<file path="config.mk">
export PLATFORM = sky130hd
export DESIGN_NAME = tsc_ram
export DESIGN_NICKNAME = d
export VERILOG_FILES = /design/src/sv/assert_macros.svh /design/src/sv/tsc_ram.sv
export SDC_FILE = /design/constraint.sdc
export NUM_CORES = 1
export LEC_CHECK = 0
export BUFFER_PORTS_ARGS = -buffer_cell sky130_fd_sc_hd__buf_2
export CAP_MARGIN = 20
export CORE_MARGIN = 2
export CORE_UTILIZATION = 30
export CTS_CLUSTER_SIZE = 16
export DETAILED_ROUTE_END_ITERATION = 10
export PLACE_DENSITY_LB_ADDON = 0.15
export RECOVER_POWER = 25
export SLEW_MARGIN = 20
export SYNTH_ARGS = -nofsm -noshare
export SYNTH_HDL_FRONTEND = slang
export SYNTH_SLANG_ARGS = --single-unit
</file>
<file path="constraint.sdc">
create_clock -name clk -period 2.7 [get_ports clk]
set_input_delay 0.675 -clock clk [delete_from_list [all_inputs] [get_ports clk]]
set_output_delay 0.675 -clock clk [all_outputs]
set_load 0.01 [all_outputs]
</file>
<file path="src/sv/assert_macros.svh">
// ---------------------------------------------------------------------------
// Assertion macros shared by the SCC engine RTL
// Clocked on clk, disabled while rst_n is low.
// ---------------------------------------------------------------------------
`ifndef ASSERT_MACROS_SVH
`define ASSERT_MACROS_SVH

// Check a condition at every clock edge
`define TSC_ASSERT(label, cond, msg) \
  label: assert property (@(posedge clk) disable iff (!rst_n) (cond)) else $error(msg);

// Check that a trigger is followed by a condition in the next cycle
`define TSC_ASSERT_NEXT(label, trig, cond, msg) \
  label: assert property (@(posedge clk) disable iff (!rst_n) (trig) |=> (cond)) \
    else $error(msg);

`endif

</file>
<file path="src/sv/tsc_ram.sv">
// ---------------------------------------------------------------------------
// tsc_ram
// Simple dual-port synchronous RAM: one write port, one read port with a
// registered read word (held while no read is issued).
// ---------------------------------------------------------------------------
module tsc_ram #(
  parameter int WIDTH = 8,
  parameter int DEPTH = 64
) (
  input  logic                     clk,
  input  logic                     we,
  input  logic [$clog2(DEPTH)-1:0] waddr,
  input  logic [WIDTH-1:0]         wdata,
  input  logic                     re,
  input  logic [$clog2(DEPTH)-1:0] raddr,
  output logic [WIDTH-1:0]         rdata
);

  logic [WIDTH-1:0] mem [DEPTH];
  logic [WIDTH-1:0] rdata_r;

  // Write port
  always_ff @(posedge clk) begin
    if (we) begin
      mem[waddr] <= wdata;
    end
  end

  // Read port, word held until the next read
  always_ff @(posedge clk) begin
    if (re) begin
      rdata_r <= mem[raddr];
    end
  end

  assign rdata = rdata_r;

endmodule

</file>
# [After elaboration in Yosys (flattened, before gate mapping)]
# Memories as Yosys holds them, arrays and structs flattened. A register that Yosys moved wholly into a read port is not among the register bits.
# Index checks and enable logic that the tools add are counted.
[op_classes] mux=2
[op_table] operator="$mux 1" n=2
[totals] ff_bits=0 ramBits=512 input_bits=23 mem_count=1
[mem_list] name="mem" depth=64 width=8 read_ports=1 rd_ports_with_merged_regs=1 wr=1 line_no="tsc_ram.sv:19" text="logic [WIDTH-1:0] mem [DEPTH];"

# [Depth between registers and ports, before layout]
# Gate-level depths: netlist of run 1.
[logic_depth] ltp_word=2 mapped_depth=9 depth_no_buf=5

# [Least setup slack after synthesis of run 1]
# Ideal clock, no wire load.
[synth_path] path_kind="in2reg" from="input raddr[1]" to="register rdata_r[3], in the netlist rdata[3] (read register of mem), data pin" setup_ps=266 t_arrival_ps=2215 required_ps=2434 path_slack_ps=219 path_stages=7 cell_sequence="buf_4 buf_2 buf_2 mux4_2 mux4_2 o21ai_1 o41ai_1"
[synth_rtl] element="from (decl)" line_no="tsc_ram.sv:15" text="input logic [$clog2(DEPTH)-1:0] raddr,"
[synth_rtl] element="to (decl)" line_no="tsc_ram.sv:20" text="logic [WIDTH-1:0] rdata_r;"

==> reports/qor.yml, run 1 <==
status: "finished, violations left"
violations: "max-capacitance violations, max-slew violations"
synthTopCellsByArea: "edfxtp_1 77%, mux4_2 14%, nor2_1 1.5%, mux2i_1 1.1%, mux2_2 0.72%"
clock_skew_ps: 24.46
cts_tree: "built"
dpl_cell_area_um2: 22710
antenna_found_initial: 4
portBuffers: 30
gp_congestion: 0.7890
cts.path.max_buffers: 3
dieWidth_um: 263.8
start_util_pct: 30.20
clk_pin_slew_ps: 60
fp.dieArea_um2: 69580
finalSetupTns_ps: 0
critPathArrivalTime_ps: 2940
rsz0062_at_grt: "no"
synth_xor_area_share_pct: 0
slew_headroom_pct: -4.484
max_slew.worst_pin.slew_ps: 1567
synth_compound_area_share_pct: 2.064
nets: 1168
ys_seq_area_share_pct: 77.12
die_h_um: 263.8
slew_viol_final: 130
num_rows: 95
synth_top_area_share_pct: 77.12
numClockSinks: 520
cts_hold_buf: 0
critPathBufInv: 2
drive_gt1_share_pct: 34.57
setup_violations: 0
drv_cap: 2
synth-simple-area-share_pct: 3.374
grt_pass1_wl_um: 77540
syn-cell-area_um2: 20250
power.total_uw: 17360
critPathMaxFanout: 26
synth_edf_count: 520
wl_um: 53030
synth.avg_cell_area_um2: 21.54
hold_class: "in -> reg"
path_common_cell: "mux4_2"
fmax_mhz: 385.3
first_pass_iters: 5
peakVddDrop_v: 0.0004210
synthesis.nets: 963
fin_crit_sh_pct: 96.12
grt_max_degree: 65
leakage_uw: 0.007857
synth_flop_cell: "edfxtp_1"
detail_route.iter0.violations: 929
cts_inserted_buffers: 56
yosysMostFrequentCell: "edfxtp_1"
cp.required_ps: 3040
async_reset_ff_share_pct: 0
root_buffer: "clkbuf_16"
synthMuxAreaShare_pct: 15.88
dp.cells: 1960
cts_htree_levels: 2
period_minus_slack_ps: 2595
vias: 10120
syn_to_final_growth_pct: 20.55
hpwl_um: 34410
finalHoldViolCount: 0
synth_seq_cells: 520
avgRoutedWirePerCell_um: 25.69
startpoint_type: "input port"
post_cts_buffers: 0
power_density_nw_per_um2: 711.1
syn_inst: 940
synth_top_family_by_area: "multiplexers"
core_area_um2: 67040
cts_resized: 0
fill_cells: 6276
insertion_delay_ps: 610
synth_cell_types: 39
critical_path.slowest_cell: "mux4_2"
route.detailed.drc: 0
critPathMaxStageDelay_ps: 540
synthAdderAreaFrac_pct: 0
final_cell_count_no_fill: 2064
grt_pass1_vias: 10580
crit_chain: "clkbuf_8 > buf_12 > mux4_2 > mux4_2 > o21ai_0 > nand2_1"
path_class: "in -> reg"
io_pins: 31
grtUsageTotal_pct: 15.41
post-synth-top-area-cell: "edfxtp_1"
synth_warnings: 0
end_kind: "flop"
synthTopCellsByCount: "520 x edfxtp_1, 126 x mux4_2, 83 x nor2_1, 23 x mux2i_1, 19 x nand2_1"
hold_ws_ps: 616.1
antenna_left: 0
overflow: 0
via_per_inst: 4.903
final_area_um2: 24410
crit_family: "multiplexers"
flip-flops by register name (all words and copies together) (netlist names):
signal and cells:
rdata 8, mem 512
power by group:
group / switching [uW] / internal, uW / total (uW)
combinational: 570 / 421 / 990
sequential: 28.3 / 8960 / 8990
clock: 3140 / 4240 / 7380
total: 3740 / 13600 / 17400
cell families after synthesis:
kind of cell / after synthesis
DFF: 520
buffers and inverters: 51
muxes: 162
AOI/OAI and AO/OA: 54
and+or+nand+nor: 153
final timing paths:
| kind | startpoint | end | slack [ps] | cells past startpoint |
|---|---|---|---|---|
| min | re | rdata[3] | 620 | 1 |
| min reg2reg | mem[30][6] | rdata[6] | 920 | 3 |
| max reg2reg | mem[34][7] | rdata[7] | 460 | 4 |
| max | raddr[0] | rdata[7] | 100 | 6 |
cells in the final DEF, fill, tap and decap left out, types with 3 or more instances in the layout:
cell type    n
nand3_1     13
clkbuf_1    17
mux4_2     126
o22ai_1      8
nand2b_1     7
o221ai_1     8
nor3_1       7
a22oi_1      3
nand2_1     19
edfxtp_1   520
nor2_1      83
nor2b_1     14
clkbuf_2     3
buf_4      149
bufinv_16    4
buf_12      18
a21oi_1      3
nand3b_1     3
o2111ai_1    3
mux2i_1     23
clkinv_1    13
a211oi_1     4
a221oi_1     6
clkinv_2    12
o2bb2ai_1    3
buf_2       22
mux2_2      13
clkbuf_16   57
cell type report:
type                       instances  area [um^2]  area share (%)
antenna                            2        5.005         0.02050
timing repair buffer             198         1637           6.705
clock inverter                    33        272.8           1.117
clock buffer                      69         1471           6.028
sequential                       520        15620           63.97
tap                              873         1092           4.475
multi-input combinational        369         4315           17.68
metal layers:
layer | vias up | global-route usage (%) | wire length, um
li1 | 4362 | - | -
met1 | 5442 | 22.16 | 24060
met2 | 238 | 24.32 | 24840
met3 | 73 | 2.880 | 3157
met4 | 4 | 3.547 | 951
met5 | - | 0 | 27
per-stage QoR:
step,utilization [%],worst slack [ps]
detailed placement,33.88,-506.0
global placement,33.88,-471.2
CTS,36.48,146.3
global route,36.40,64.52
floorplan,-,218.7
finish,36.41,104.7
(Power assumes the default switching activity.)
==> run 2: changes to the inputs <==
RECOVER_POWER = unset   (was 25)
==> run 2 against run 1 <==
The run now ends clean. Global-route usage unchanged. Flip-flop and latch count unchanged. Non-clock buffer count unchanged. Critical path depth unchanged. Wire length about the same. Cell count did not move. Setup slack worse by 20 ps. Combinational power hardly changed. Die area did not move. Total power is essentially flat. Fmax is 0.75% lower. Critical path type unchanged.
==> reports/qor.yml, run 2 (same netlist as run 1, synthesis figures left out) <==
status: "complete, no violations"
fin_crit_sh_pct: 96.85  # +0.73 points
finalHoldViolCount: 0  # unchanged
power.total_uw: 17360  # about the same
clock_skew_ps: 28.00  # +3.533 ps
power_density_nw_per_um2: 709.6  # -0.22%
rr_startpoint: "mem[34][7]"
cts_tree: "built"
final_cell_count_no_fill: 2064  # unchanged
core_area_um2: 67040  # unchanged
start_util_pct: 30.20  # unchanged
cp-startpoint: "raddr[0]"
cts_htree_levels: 2  # unchanged
vias: 10070  # -0.44%
regToRegSetupSlack_ps: 440  # -20 ps
portBuffers: 30  # unchanged
grtUsageTotal_pct: 15.41  # unchanged
slew_headroom_pct: 45.06  # +50 points
fill_cells: 6269  # -0.11%
fp.dieArea_um2: 69580  # unchanged
reg2reg_depth: 4  # unchanged
wl_um: 53030  # about the same
syn_to_final_growth_pct: 20.81
root_buffer: "clkbuf_16"
max_flop_register: "mem"
worstHoldStart: "re"
finalSetupTns_ps: 0  # unchanged
r2r-end: "rdata[7]"
cts_inserted_buffers: 56  # unchanged
cts_resized: 0  # unchanged
gp_congestion: 0.7890  # unchanged
drive_gt1_share_pct: 34.99  # +0.42 points
final_cell_mix: "520 x edfxtp_1, 149 x buf_4, 126 x mux4_2"
grt_pass1_vias: 10580  # unchanged
multiInputGateArea_um2: 4315  # unchanged
path_class: "in -> reg"
via_per_inst: 4.881  # -0.44%
end_kind: "flop"
critPathMaxFanout: 26  # unchanged
avgRoutedWirePerCell_um: 25.69  # about the same
period_minus_slack_ps: 2615  # +19.61 ps
overflow: 0  # unchanged
antenna_found_initial: 4  # unchanged
nets: 1168  # unchanged
route.detailed.drc: 0  # unchanged
largest_reg_flops: 512  # unchanged
io_pins: 31  # unchanged
dieWidth_um: 263.8  # unchanged
crit_path_end: "rdata[7]"
grt_max_degree: 65  # unchanged
setup_violations: 0  # unchanged
slew_viol_final: 0  # -100%
cp.required_ps: 3040  # about the same
hpwl_um: 34410  # unchanged
hold_ws_ps: 455.3  # -160.8 ps
leakage_uw: 0.007886  # +0.38%
die_h_um: 263.8  # unchanged
grt_pass1_wl_um: 77540  # unchanged
drv_cap: 0  # -2
dp.cells: 1960  # unchanged
hold_class: "in -> reg"
final_common_cell: "edfxtp_1"
peakVddDrop_v: 0.0004221  # +0.26%
fmax_mhz: 382.4  # -0.75%
clk_pin_slew_ps: 60  # about the same
detail_route.iter0.violations: 908  # -2.3%
cts.path.max_buffers: 3  # unchanged
max_slew.worst_pin.slew_ps: 803.4  # -763.9 ps
startpoint_type: "input port"
regArea_um2: 15620  # unchanged
insertion_delay_ps: 610  # about the same
cts_hold_buf: 0  # unchanged
post_cts_buffers: 0  # unchanged
critPathArrivalTime_ps: 2960  # +20 ps
first_pass_iters: 7  # +2
num_rows: 95  # unchanged
numClockSinks: 520  # unchanged
antenna_left: 0  # unchanged
rsz0062_at_grt: "no"
==> run 2: cell types whose count changed in the layout (fill, tap and decap cells not counted), sizes merged <==
cell    before  now
buf        189  197
clkbuf      78   70
==> run 2: routing by layer <==
layer / track usage [%] / vias up / part of all wire (%)
met4: 3.547 / 4 / 1.8
met5: 0 / - / 0.051
li1: - / 4362 / -
met3: 2.880 / 73 / 5.6
met2: 24.32 / 249 / 47
met1: 22.16 / 5386 / 46
==> run 2: worst min-delay path by stage <==
stage / endpoint / depth (start not counted)
CTS: rdata[3] / 1
finish: rdata[3] / 1
detailed placement: rdata[6] / 3
floorplan: mem[0][0] / 0
global placement: rdata[6] / 3
global route: rdata[3] / 1
==> run 2: final cells by class <==
| class | instances | area share (%) |
|---|---|---|
| clock buffer | 69 | 6.016 |
| multi-input combinational | 369 | 17.64 |
| tap | 873 | 4.466 |
| antenna | 2 | 0.02046 |
| timing repair buffer | 198 | 6.901 |
| sequential | 520 | 63.84 |
| clock inverter | 33 | 1.115 |
==> run 2: per-stage QoR <==
step	cell area, um^2	util (%)	worst slack (ps)
5_1_grt	24450	36.48	64.52
3_5_place_dp	22710	33.88	-506.0
2_1_floorplan	20250	-	218.7
6_report	24460	36.49	85.06
3_3_place_gp	22710	33.88	-471.2
4_1_cts	24450	36.48	146.3
==> run 2: worst max-delay path: stages <==
cell	delay (ps)
clkbuf_8	310
buf_12	250
mux4_2	550
mux4_2	530
o21ai_0	500
nand2_1	90
==> run 2: where the power goes <==
| group | internal, uW | total [uW] | switching, uW | leakage (uW) |
|---|---|---|---|---|
| clock | 4240 | 7370 | 3140 | 0.000855 |
| sequential | 8950 | 8980 | 28.3 | 0.00469 |
| combinational | 429 | 1000 | 571 | 0.00235 |
